[config.mk]
export PLATFORM = sky130hd
export DESIGN_NAME = masked_byte_pattern_scan
export DESIGN_NICKNAME = d
export VERILOG_FILES = /design/src/rtl/mbps_pkg.sv /design/src/rtl/mbps_cfg.sv /design/src/rtl/mbps_cmp.sv /design/src/rtl/masked_byte_pattern_scan.sv
export SDC_FILE = /design/constraint.sdc
export NUM_CORES = 2
export LEC_CHECK = 0
export ABC_AREA = 1
export BUFFER_PORTS_ARGS = -buffer_cell sky130_fd_sc_hd__buf_2
export CAP_MARGIN = 5
export CORE_AREA = 2 2 218 434
export CTS_BUF_LIST = sky130_fd_sc_hd__clkbuf_4 sky130_fd_sc_hd__clkbuf_8
export DETAILED_ROUTE_END_ITERATION = 8
export DIE_AREA = 0 0 220 436
export GPL_TIMING_DRIVEN = 1
export MAX_ROUTING_LAYER = met4
export PLACE_DENSITY = 0.51
export REMOVE_ABC_BUFFERS = 1
export SLEW_MARGIN = 20
export SYNTH_ARGS = -nofsm -noshare
export SYNTH_HDL_FRONTEND = slang
export SYNTH_SLANG_ARGS = --single-unit
export TNS_END_PERCENT = 30
[constraint.sdc]
create_clock -name clk -period 4.85 [get_ports clk]
set_input_delay 0.2425 -clock clk [delete_from_list [all_inputs] [get_ports clk]]
set_output_delay 0.2425 -clock clk [all_outputs]
set_load 0.02 [all_outputs]
[src/rtl/mbps_pkg.sv]
// Shared constants, register map and configuration bundle for the masked byte scanner.
package mbps_pkg;

  localparam int unsigned MAX_PATTERN_BYTES_DEF = 16;
  localparam int unsigned OFFSET_BITS_DEF       = 32;

  localparam int unsigned CFG_ADDR_W   = 6;
  localparam int unsigned CFG_DATA_W   = 64;
  localparam int unsigned REG_IDX_W    = 3;
  localparam int unsigned LEN_REG_W    = 5;
  localparam int unsigned OUT_OFFSET_W = 32;

  localparam logic [REG_IDX_W-1:0] REG_PATTERN_LOW    = 3'd0;
  localparam logic [REG_IDX_W-1:0] REG_PATTERN_HIGH   = 3'd1;
  localparam logic [REG_IDX_W-1:0] REG_MASK_LOW       = 3'd2;
  localparam logic [REG_IDX_W-1:0] REG_MASK_HIGH      = 3'd3;
  localparam logic [REG_IDX_W-1:0] REG_PATTERN_LENGTH = 3'd4;

  typedef struct packed {
    logic [63:0]          pattern_low;
    logic [63:0]          pattern_high;
    logic [63:0]          mask_low;
    logic [63:0]          mask_high;
    logic [LEN_REG_W-1:0] pattern_length;
  } cfg_t;

endpackage

[src/rtl/mbps_cfg.sv]
// Configuration register bank with its APB-style access port.
module mbps_cfg (
  input  logic                              clk,
  input  logic                              rst_n,
  input  logic                              psel,
  input  logic                              penable,
  input  logic                              pwrite,
  input  logic [mbps_pkg::CFG_ADDR_W-1:0]   paddr,
  input  logic [mbps_pkg::CFG_DATA_W-1:0]   pwdata,
  output logic [mbps_pkg::CFG_DATA_W-1:0]   prdata,
  output logic                              pready,
  output mbps_pkg::cfg_t                    cfg
);

  mbps_pkg::cfg_t                     cfg_r;
  logic [mbps_pkg::REG_IDX_W-1:0]     idx;
  logic                               wr_en;

  assign pready = 1'b1;
  assign idx    = paddr[mbps_pkg::CFG_ADDR_W-1:3];
  assign wr_en  = psel && penable && pwrite && pready;
  assign cfg    = cfg_r;

  always_ff @(posedge clk) begin
    if (!rst_n) begin
      cfg_r.pattern_low    <= '0;
      cfg_r.pattern_high   <= '0;
      cfg_r.mask_low       <= '1;
      cfg_r.mask_high      <= '1;
      cfg_r.pattern_length <= mbps_pkg::LEN_REG_W'(1);
    end else if (wr_en) begin
      case (idx)
        mbps_pkg::REG_PATTERN_LOW:    cfg_r.pattern_low  <= pwdata;
        mbps_pkg::REG_PATTERN_HIGH:   cfg_r.pattern_high <= pwdata;
        mbps_pkg::REG_MASK_LOW:       cfg_r.mask_low     <= pwdata;
        mbps_pkg::REG_MASK_HIGH:      cfg_r.mask_high    <= pwdata;
        mbps_pkg::REG_PATTERN_LENGTH:
          cfg_r.pattern_length <= pwdata[mbps_pkg::LEN_REG_W-1:0];
        default: ;
      endcase
    end
  end

  always_comb begin
    case (idx)
      mbps_pkg::REG_PATTERN_LOW:    prdata = cfg_r.pattern_low;
      mbps_pkg::REG_PATTERN_HIGH:   prdata = cfg_r.pattern_high;
      mbps_pkg::REG_MASK_LOW:       prdata = cfg_r.mask_low;
      mbps_pkg::REG_MASK_HIGH:      prdata = cfg_r.mask_high;
      mbps_pkg::REG_PATTERN_LENGTH:
        prdata = mbps_pkg::CFG_DATA_W'(cfg_r.pattern_length);
      default:                      prdata = '0;
    endcase
  end

endmodule

[src/rtl/mbps_cmp.sv]
// Parallel masked compare of the window against the configured pattern.
module mbps_cmp #(
  parameter int unsigned MAX_BYTES = mbps_pkg::MAX_PATTERN_BYTES_DEF,
  localparam int unsigned IDX_W    = $clog2(MAX_BYTES)
) (
  input  logic [MAX_BYTES-1:0][7:0] win,     // newest byte at index 0
  input  mbps_pkg::cfg_t            cfg,
  input  logic [IDX_W-1:0]          len_m1,  // pattern length minus one
  output logic                      hit
);

  always_comb begin
    logic [IDX_W-1:0] idx;
    logic [7:0]       m;
    logic [7:0]       p;
    hit = 1'b1;
    for (int k = 0; k < MAX_BYTES; k++) begin
      idx = len_m1 - IDX_W'(k);
      if (k < 8) begin
        m = cfg.mask_low[8*(k%8) +: 8];
        p = cfg.pattern_low[8*(k%8) +: 8];
      end else begin
        m = cfg.mask_high[8*(k%8) +: 8];
        p = cfg.pattern_high[8*(k%8) +: 8];
      end
      // pattern byte k lines up with the byte len-1-k positions back
      if ((k <= int'(len_m1)) && ((win[idx] & m) != p)) begin
        hit = 1'b0;
      end
    end
  end

endmodule

[src/rtl/masked_byte_pattern_scan.sv]
// Masked byte pattern scanner: top level with stream ports and config port.
// The block takes one region byte per cycle on the in_ stream (tlast marks the
// region's last byte) and keeps a sliding window of the last MAX_PATTERN_BYTES
// bytes. Each word passes an input register, then parallel masked compares
// against the configured pattern, and lands in the output register; a new byte
// is taken in every cycle while the output side keeps up. At most one result
// per region leaves on the out_ stream: the first match offset with found set,
// or, when the region ends without a match, found clear and offset zero on its
// last byte. The region byte counter saturates; offsets are reported modulo
// 2^32. Pattern, mask and length are written through the cfg_ port (64-bit
// registers at byte addresses 0, 8, 16, 24 and 32); the user must write them
// only while the stream is idle, and the block itself does not enforce this.
module masked_byte_pattern_scan #(
  parameter int unsigned MAX_PATTERN_BYTES = mbps_pkg::MAX_PATTERN_BYTES_DEF,
  parameter int unsigned OFFSET_BITS       = mbps_pkg::OFFSET_BITS_DEF
) (
  input  logic                                  clk,
  input  logic                                  rst_n,
  input  logic                                  in_tvalid,
  output logic                                  in_tready,
  input  logic [7:0]                            in_tdata,   // [7:0] data_byte
  input  logic                                  in_tlast,   // region_end
  output logic                                  out_tvalid,
  input  logic                                  out_tready,
  output logic [mbps_pkg::OUT_OFFSET_W-1:0]     out_tdata,  // [31:0] match_offset
  output logic                                  out_tuser,  // [0] found
  input  logic                                  cfg_psel,
  input  logic                                  cfg_penable,
  input  logic                                  cfg_pwrite,
  input  logic [mbps_pkg::CFG_ADDR_W-1:0]       cfg_paddr,
  input  logic [mbps_pkg::CFG_DATA_W-1:0]       cfg_pwdata,
  output logic [mbps_pkg::CFG_DATA_W-1:0]       cfg_prdata,
  output logic                                  cfg_pready
);

  localparam int unsigned IDX_W = $clog2(MAX_PATTERN_BYTES);
  localparam int unsigned EXT_W =
    (OFFSET_BITS > mbps_pkg::OUT_OFFSET_W) ? OFFSET_BITS : mbps_pkg::OUT_OFFSET_W;

  mbps_pkg::cfg_t cfg;

  logic                                s1_valid_r;
  logic [7:0]                          s1_byte_r;
  logic                                s1_last_r;

  logic [MAX_PATTERN_BYTES-1:0][7:0]   win_r, win_nxt, win_shift;
  logic [OFFSET_BITS-1:0]              count_r, count_nxt;
  logic                                seen_r, seen_nxt;

  logic                                out_valid_r;
  logic                                out_found_r;
  logic [mbps_pkg::OUT_OFFSET_W-1:0]   out_offset_r;

  logic                                adv, fire;
  logic [IDX_W-1:0]                    len_m1;
  logic                                cmp_hit, hit_now, res_valid;
  logic [OFFSET_BITS-1:0]              offset_full;
  logic [EXT_W-1:0]                    offset_ext;

  mbps_cfg u_cfg (
    .clk     (clk),
    .rst_n   (rst_n),
    .psel    (cfg_psel),
    .penable (cfg_penable),
    .pwrite  (cfg_pwrite),
    .paddr   (cfg_paddr),
    .pwdata  (cfg_pwdata),
    .prdata  (cfg_prdata),
    .pready  (cfg_pready),
    .cfg     (cfg)
  );

  // length 0 acts as 1, above the window size acts as the window size
  always_comb begin
    if (cfg.pattern_length == '0) begin
      len_m1 = '0;
    end else if (int'(cfg.pattern_length) > MAX_PATTERN_BYTES) begin
      len_m1 = IDX_W'(MAX_PATTERN_BYTES - 1);
    end else begin
      len_m1 = IDX_W'(cfg.pattern_length - mbps_pkg::LEN_REG_W'(1));
    end
  end

  assign adv       = !out_valid_r || out_tready;
  assign fire      = s1_valid_r && adv;
  assign in_tready = !s1_valid_r || adv;

  always_comb begin
    win_shift[0] = s1_byte_r;
    for (int j = 1; j < MAX_PATTERN_BYTES; j++) begin
      win_shift[j] = win_r[j-1];
    end
  end

  mbps_cmp #(
    .MAX_BYTES (MAX_PATTERN_BYTES)
  ) u_cmp (
    .win    (win_shift),
    .cfg    (cfg),
    .len_m1 (len_m1),
    .hit    (cmp_hit)
  );

  assign hit_now     = !seen_r && (count_r >= OFFSET_BITS'(len_m1)) && cmp_hit;
  assign res_valid   = hit_now || (s1_last_r && !seen_r);
  assign offset_full = count_r - OFFSET_BITS'(len_m1);
  assign offset_ext  = EXT_W'(offset_full);

  // region end clears the window, the count and the match flag
  always_comb begin
    if (s1_last_r) begin
      win_nxt   = '0;
      count_nxt = '0;
      seen_nxt  = 1'b0;
    end else begin
      win_nxt   = win_shift;
      count_nxt = (count_r == '1) ? count_r : count_r + OFFSET_BITS'(1);
      seen_nxt  = seen_r || hit_now;
    end
  end

  always_ff @(posedge clk) begin
    if (!rst_n) begin
      s1_valid_r <= 1'b0;
      win_r      <= '0;
      count_r    <= '0;
      seen_r     <= 1'b0;
      out_valid_r <= 1'b0;
    end else begin
      if (in_tready) begin
        s1_valid_r <= in_tvalid;
      end
      if (fire) begin
        win_r   <= win_nxt;
        count_r <= count_nxt;
        seen_r  <= seen_nxt;
      end
      if (fire) begin
        out_valid_r <= res_valid;
      end else if (out_tready) begin
        out_valid_r <= 1'b0;
      end
    end
  end

  always_ff @(posedge clk) begin
    if (in_tready && in_tvalid) begin
      s1_byte_r <= in_tdata;
      s1_last_r <= in_tlast;
    end
    if (fire && res_valid) begin
      out_found_r  <= hit_now;
      out_offset_r <= hit_now ? offset_ext[mbps_pkg::OUT_OFFSET_W-1:0] : '0;
    end
  end

  assign out_tvalid = out_valid_r;
  assign out_tuser  = out_found_r;
  assign out_tdata  = out_offset_r;

  a_region_clear: assert property (@(posedge clk) disable iff (!rst_n)
    fire && s1_last_r |=> (count_r == '0) && !seen_r)
    else $error("region state not cleared after last word");

  a_notfound_zero: assert property (@(posedge clk) disable iff (!rst_n)
    out_valid_r && !out_found_r |-> out_offset_r == '0)
    else $error("not-found result with nonzero offset");

  a_seen_counted: assert property (@(posedge clk) disable iff (!rst_n)
    seen_r |-> count_r != '0)
    else $error("match flag set with empty region count");

  a_out_hold: assert property (@(posedge clk) disable iff (!rst_n)
    out_valid_r && !fire |=> $stable(out_offset_r) && $stable(out_found_r))
    else $error("result register changed without a processed word");

endmodule
Word level (Yosys, flattened, before mapping)
Index checks and enable logic that the tools add are counted.
{ "totals": {"reg_bits": 458, "inputBits": 86, "out_inout_bits": 100, "elab_cells": 213} }
{ "op_classes": {"n_addsub": 18, "order_cmp": 33, "eq_ne": 22, "n_mux": 57, "bitwise_logic": 16, "n_reduce_logical": 39} }
{ "op_table": {"columns": ["operator", "count"], "rows": [
  ["$bmux 8 s4", 16],
  ["$pmux 64 s5", 1],
  ["$and 8x8->8", 16],
  ["$mux 8", 16],
  ["$ne 8x8->1", 16],
  ["$mux 120", 1],
  ["$lt 4x5->1 const B", 16],
  ["$mux 32", 2],
  ["$add 32x1->32 const B", 1],
  ["$eq 32x32->1 const B", 1],
  ["$ge 32x4->1", 1],
  ["$le 4x4->1 const A", 8],
  ["$sub 32x4->32", 1],
  ["$sub 4x4->4 const B", 8],
  ["$logic_and 1x1->1", 23],
  ["$mux 1", 19],
  ["$le 3x4->1 const A", 4],
  ["$sub 4x3->4 const B", 4],
  ["$reduce_and 2->1", 6],
  ["$le 2x4->1 const A", 2],
  ["$mux 4", 2],
  ["$sub 4x1->4 const B", 2],
  ["$sub 4x2->4 const B", 2],
  ["$eq 3x2->1 const B", 2],
  ["10 further kinds", 15]
]} }

Longest topological paths before layout
{ "logic_depth": {"ltp_word": 27, "ltp_mapped": 32, "ltp_nobuf": 30} }

By module
A second synthesis with hierarchy kept.
{ "unflattened": {"hier_cells": 5063, "area_unflattened_um2": 30426.7} }
{ "modules_own_cells": {"columns": ["module", "n_inst", "cells_each", "area_each_um2", "seq_area_each_um2"], "rows": [
  ["mbps_cfg", 1, 1910, 12338.1, 5225.0],
  ["mbps_cmp", 1, 1945, 9210.1, 0.0],
  ["masked_byte_pattern_scan", 1, 1208, 8878.5, 4364.2]
]} }

Worst setup path after synthesis
OpenSTA, ideal clock, no wires.
{ "synth_timing": {"kind": "register to register", "start": "reg u_cfg.cfg_r (netlist bit u_cfg.cfg[0])", "end": "reg out_offset_r (netlist bit out_tdata[0]), enable pin", "setup_ns": 0.390, "arrival_time_ns": 4.182, "t_required_ns": 4.460, "setup_slack_ns": 0.278, "path_stages_with_launch": 27, "n_path_buf": 4, "synth_period_minus_slack_ns": 4.572, "cell_sequence": "dfxtp_1 inv_1 ha_1 nand2_1 nand2_2 nand3_1 nand2_2 buf_6 buf_1 ha_1 clkbuf_1 inv_1 buf_1 nand3_1 nand3_1 nand2_1 nand2_1 nand3_1 nor2_1 nand2_1 nand2_1 nand2_1 nor2_1 nand2_1 nor2_2 nand3_1 nand2_1"} }
{ "synth_via": {"elab_chain_len": 27, "word_cells_on_any_way": 135, "cone_classes": "add/sub: 16; order compare: 17; eq/ne: 16; mux: 50; bitwise: 16; reduce/logical: 20"} }
{ "synth_rtl": {"columns": ["item", "line_no", "source"], "rows": [
  ["from (decl)", "mbps_cfg.sv:15", "mbps_pkg::cfg_t cfg_r;"],
  ["$sub 4x1->4 or $gt 5x5->1 (tied branches)", "masked_byte_pattern_scan.sv:80, masked_byte_pattern_scan.sv:77", null],
  ["$mux 4", "masked_byte_pattern_scan.sv:77", "end else if (int'(cfg.pattern_length) > MAX_PATTERN_BYTES) begin"],
  ["$mux 4 (*)", "masked_byte_pattern_scan.sv:75", "if (cfg.pattern_length == '0) begin"],
  ["$sub 4x1->4", "mbps_cmp.sv:18", "idx = len_m1 - IDX_W'(k);"],
  ["$bmux 8 s4", "mbps_cmp.sv:27", "if ((k <= int'(len_m1)) && ((win[idx] & m) != p)) begin"],
  ["$mux 8 (implied by the code)", "mbps_cmp.sv:27", null],
  ["$and 8x8->8", "mbps_cmp.sv:27", null],
  ["$ne 8x8->1", "mbps_cmp.sv:27", null],
  ["$logic_and 1x1->1", "mbps_cmp.sv:27", null],
  ["$mux 1 (15 in a row)", "mbps_cmp.sv:27", null],
  ["$logic_and 1x1->1 (*)", "masked_byte_pattern_scan.sv:104", "assign hit_now = !seen_r && (count_r >= OFFSET_BITS'(len_m1)) && cmp_hit;"],
  ["$logic_or 1x1->1 (*)", "masked_byte_pattern_scan.sv:105", "assign res_valid = hit_now || (s1_last_r && !seen_r);"],
  ["$logic_and 1x1->1 (*)", "masked_byte_pattern_scan.sv:151", "if (fire && res_valid) begin"],
  ["to (signal assigned)", "masked_byte_pattern_scan.sv:153", "out_offset_r <= hit_now ? offset_ext[mbps_pkg::OUT_OFFSET_W-1:0] : '0;"],
  ["to (decl)", "masked_byte_pattern_scan.sv:52", "logic [mbps_pkg::OUT_OFFSET_W-1:0] out_offset_r;"]
]} }
Mark *: on every way between the ends. The rest lies on a longest branch, timed or not. The select of a mux whose other input is x is not followed.
A chain may end at the register's enable or synchronous reset.

Final worst setup path
{ "layout_timing": {"start": "reg u_cfg.cfg_r (netlist bit u_cfg.cfg[1])", "end": "reg out_offset_r (netlist bit out_tdata[18]), enable pin"} }
The elaborated chain is that of the path after synthesis.

==> flow_metrics.py <==
metrics = {
    "run": {
        "maxCapViolations": 0,
    },
    "sta": {
        "drv_slew": 0,
        "post-route-period-util": 0.9281,
        "post-route-min-period_ns": 4.501,
        "fmax_mhz": 222.2,
        "setup_violations": 0,
        "worst_pin_slew_ns": 1.186,
        "worst_slack_ns": 0.3488,
        "finalSetupTns_ns": 0,
        "finalHoldViolCount": 0,
        "relSlewSlack": 0.2092,
        "rsz0062_at_grt": "false",
        "clock_skew_ns": 0.04657,
    },
    "grt": {
        "grt_antenna_before_repair": 5,
        "grt_pass1_vias": 29508,
        "grt_pass1_wl_mm": 185.7,
        "grt_usage": 0.2675,
        "grt_remaining_overflow": 0,
        "grt_max_degree": 178,
    },
    "floorplanning": {
        "initial_utilization": 0.2975,
        "die_h_um": 436,
        "die_area_sq_um": 95920,
        "die_w_um": 220,
        "io_pins": 186,
        "rows": 158,
        "core-area_sq_um": 92520,
    },
    "synth": {
        "yosysMostFrequentCell": "nand2_1",
        "synth_cell_types": 49,
        "async_reset_ff_frac": 0,
        "synth.area.top_cells": "dfxtp_1 30%, nand3_1 17%, nand2_1 16%",
        "syn_inst": 4282,
        "synthTopCellsByCount": "1142 x nand2_1, 925 x nand3_1, 416 x dfxtp_1, 374 x nor2_1, 310 x inv_1",
        "yosysSeqAreaShare": 0.3484,
        "synthesis.area_sq_um": 27520,
        "yosys_warnings": 0,
        "synth.avg_cell_area_sq_um": 6.428,
        "synth_top_cell_area_share": 0.3026,
        "synth_edf_count": 42,
        "synth_area_leader_cell": "dfxtp_1",
        "ys.flop_type": "dfxtp_1",
        "ys_seq_elements": 458,
    },
    "clock_network": {
        "tritoncts": "yes",
        "clk_latency_ns": 0.78,
        "clkTransAtPathRegs_ns": 0.06,
        "htree_levels": 3,
        "cts_buffers": 74,
        "cts_buffer_depth": 3,
        "clock_sinks": 458,
        "root_buffer": "clkbuf_8",
        "post-cts-setup-buffers": 0,
    },
    "drt": {
        "wirelength_mm": 126.3,
        "via_per_inst": 5.311,
        "wl_per_cell_um": 22.02,
        "antenna_left": 0,
        "drtIter0Drc": 2417,
        "dr.pass1.iters": 8,
        "drc": 0,
        "vias": 30454,
    },
    "worst_setup_path": {
        "required_ns": 5.28,
        "critPathKind": "flip-flop to flip-flop",
        "reg2reg_setup_slack_ns": 0.35,
        "cp_max_fo": 34,
        "cp-end-kind": "flip-flop",
        "crit_path_top_delay_cell": "buf_4",
        "cp_cell_sequence": "inv_1 > ha_1 > nand2_1 > nand2_2 > nand2_1 > nand2_2 > buf_4 > buf_4 > nand2_1 > nand3_1 > nand3_1 > nand3_1 > o21ai_0 > nor2_1 > nand3_1 > nor2_1 > nand2_1 > nor2_1 > nand2_1 > nor2_4 > nand3_2 > nand2_1 > buf_12",
        "cp.arrival_ns": 4.93,
        "cp_num_buf_inv": 4,
        "crit_top_cell": "nand2_1",
        "path_delay_family": "simple AND/OR/NAND/NOR gates",
        "slowest_delay_ns": 0.41,
        "start_kind": "flip-flop",
    },
    "power": {
        "p_per_area_nw_per_um2": 310.8,
        "p_sw_frac": 0.3358,
        "seqPwrFrac": 0.393,
        "power.internal_mw": 6.753,
        "power.switching_mw": 3.414,
        "max-vdd-ir-drop_mv": 0.1685,
        "combPwrFrac": 0.229,
        "pwr-share-clk": 0.378,
        "power.leakage_nw": 14.72,
    },
    "finish": {
        "fin_cells": 5734,
        "drive_gt1_frac": 0.1104,
        "final_area_sq_um": 32710,
        "area_growth_pct": 18.85,
        "layout.nets": 4574,
    },
    "placed_design": {
        "placedCellCount": 5521,
        "pre_cts_ws_ns": 0.2967,
        "port-buffer-count": 181,
        "placedInstanceArea_sq_um": 30260,
        "gp_congestion": 0.9698,
        "place.detailed.hpwl_mm": 94.73,
    },
    "worst_hold_path": {
        "hold_class": "input port to flip-flop",
    },
    "status": {
        "status": "finished clean",
    },
}
==> what timing repair did <==
item,4_1_cts,5_1_grt
setup endpoints to repair,0,33
hold buffers,79,0
endpoints found under the hold margin,272,0
resized for setup,0,5
==> flip-flops by register name, indices dropped and copies added (netlist names) <==
register and cells:
out_tvalid 1, u_cfg.cfg 261, seen_r 1, s1_last_r 1, out_tuser 1, s1_byte_r 8
count_r 32, out_tdata 32, win_r 120, s1_valid_r 1
==> routing by layer <==
metal  GRT usage  wire, um  up-vias
li1            -         -    14778
met1      0.2711     46020    14290
met2      0.4709     64220     1000
met3     0.03026      5366      386
met4      0.1924     10660        0
met5           -         0        -
==> through the flow <==
step / util / power (mW) / hold WS (ns)
finish: 0.3536 / 10.17 / 0.1780
global route: 0.3536 / 10.59 / 0.1915
CTS: 0.3530 / 10.22 / 0.1483
detailed placement: 0.3270 / 6.332 / 0.4216
global placement: 0.3270 / 6.318 / 0.4211
floorplan: - / 5.353 / 0.3266
==> worst register-to-register path: stages, from the launching register on <==
cell and delay [ns]:
dfxtp_1 0.31, inv_1 0.11, ha_1 0.27, nand2_1 0.11, nand2_2 0.14, nand2_1 0.08
nand2_2 0.11, buf_4 0.28, buf_4 0.42, nand2_1 0.24, nand3_1 0.30, nand3_1 0.13
nand3_1 0.13, o21ai_0 0.08, nor2_1 0.25, nand3_1 0.19, nor2_1 0.12, nand2_1 0.06
nor2_1 0.09, nand2_1 0.09, nor2_4 0.16, nand3_2 0.15, nand2_1 0.15, buf_12 0.21
==> power groups by stage <==
stage / registers [mW] / clock network, mW / logic (mW)
final: 4.00 / 3.84 / 2.33
after global routing: 4.01 / 4.04 / 2.54
after CTS: 3.99 / 3.91 / 2.32
after detailed placement: 4.08 / 0 / 2.25
after global placement: 4.08 / 0 / 2.24
after floorplan: 4.06 / 0 / 1.29
==> worst paths after layout <==
check | from | endpoint | cells after the start
worst min-delay path | cfg_penable | u_cfg.cfg[0] | 4
worst max register to register | u_cfg.cfg[1] | out_tdata[18] | 23
worst max-delay path | u_cfg.cfg[1] | out_tdata[18] | 23
worst min register to register | win_r[112] | win_r[112] | 2
==> cells by family (layout without fill, tap and decap cells) <==
logic type,after synthesis,count (layout),share of synthesized area
compound gates,546,546,0.1220
flops,458,458,0.3484
xor+xnor,83,83,0.02887
buf+inv,585,833,0.08488
simple gates,2598,2598,0.4107
other cells,1,5,0.0001363
fa+ha+maj,11,11,0.005001
==> cells in the final DEF (no fill, tap or decap), types with 18 or more instances in the layout <==
cell type,instances
a211oi_1,123
a21oi_1,106
a221oi_1,29
a22oi_1,35
buf_12,35
buf_2,180
buf_4,92
clkbuf_4,26
clkbuf_8,91
dfxtp_1,416
dlygate4sd3_1,79
edfxtp_1,42
inv_1,309
nand2_1,1134
nand2_2,18
nand3_1,923
nand4_1,95
nor2_1,372
nor3_1,22
o21ai_0,214
xor2_1,73
==> final cells by class <==
cell class / count / area [sq um]
multi-input combinational: 3239 / 15690
sequential: 458 / 9589
fill: 10160 / 59810
timing repair buffer: 388 / 3122
clock inverter: 13 / 175.2
inverter: 316 / 1189
tap: 1200 / 1501
antenna: 4 / 10.01
clock buffer: 116 / 1434
(Power assumes the default switching activity.)
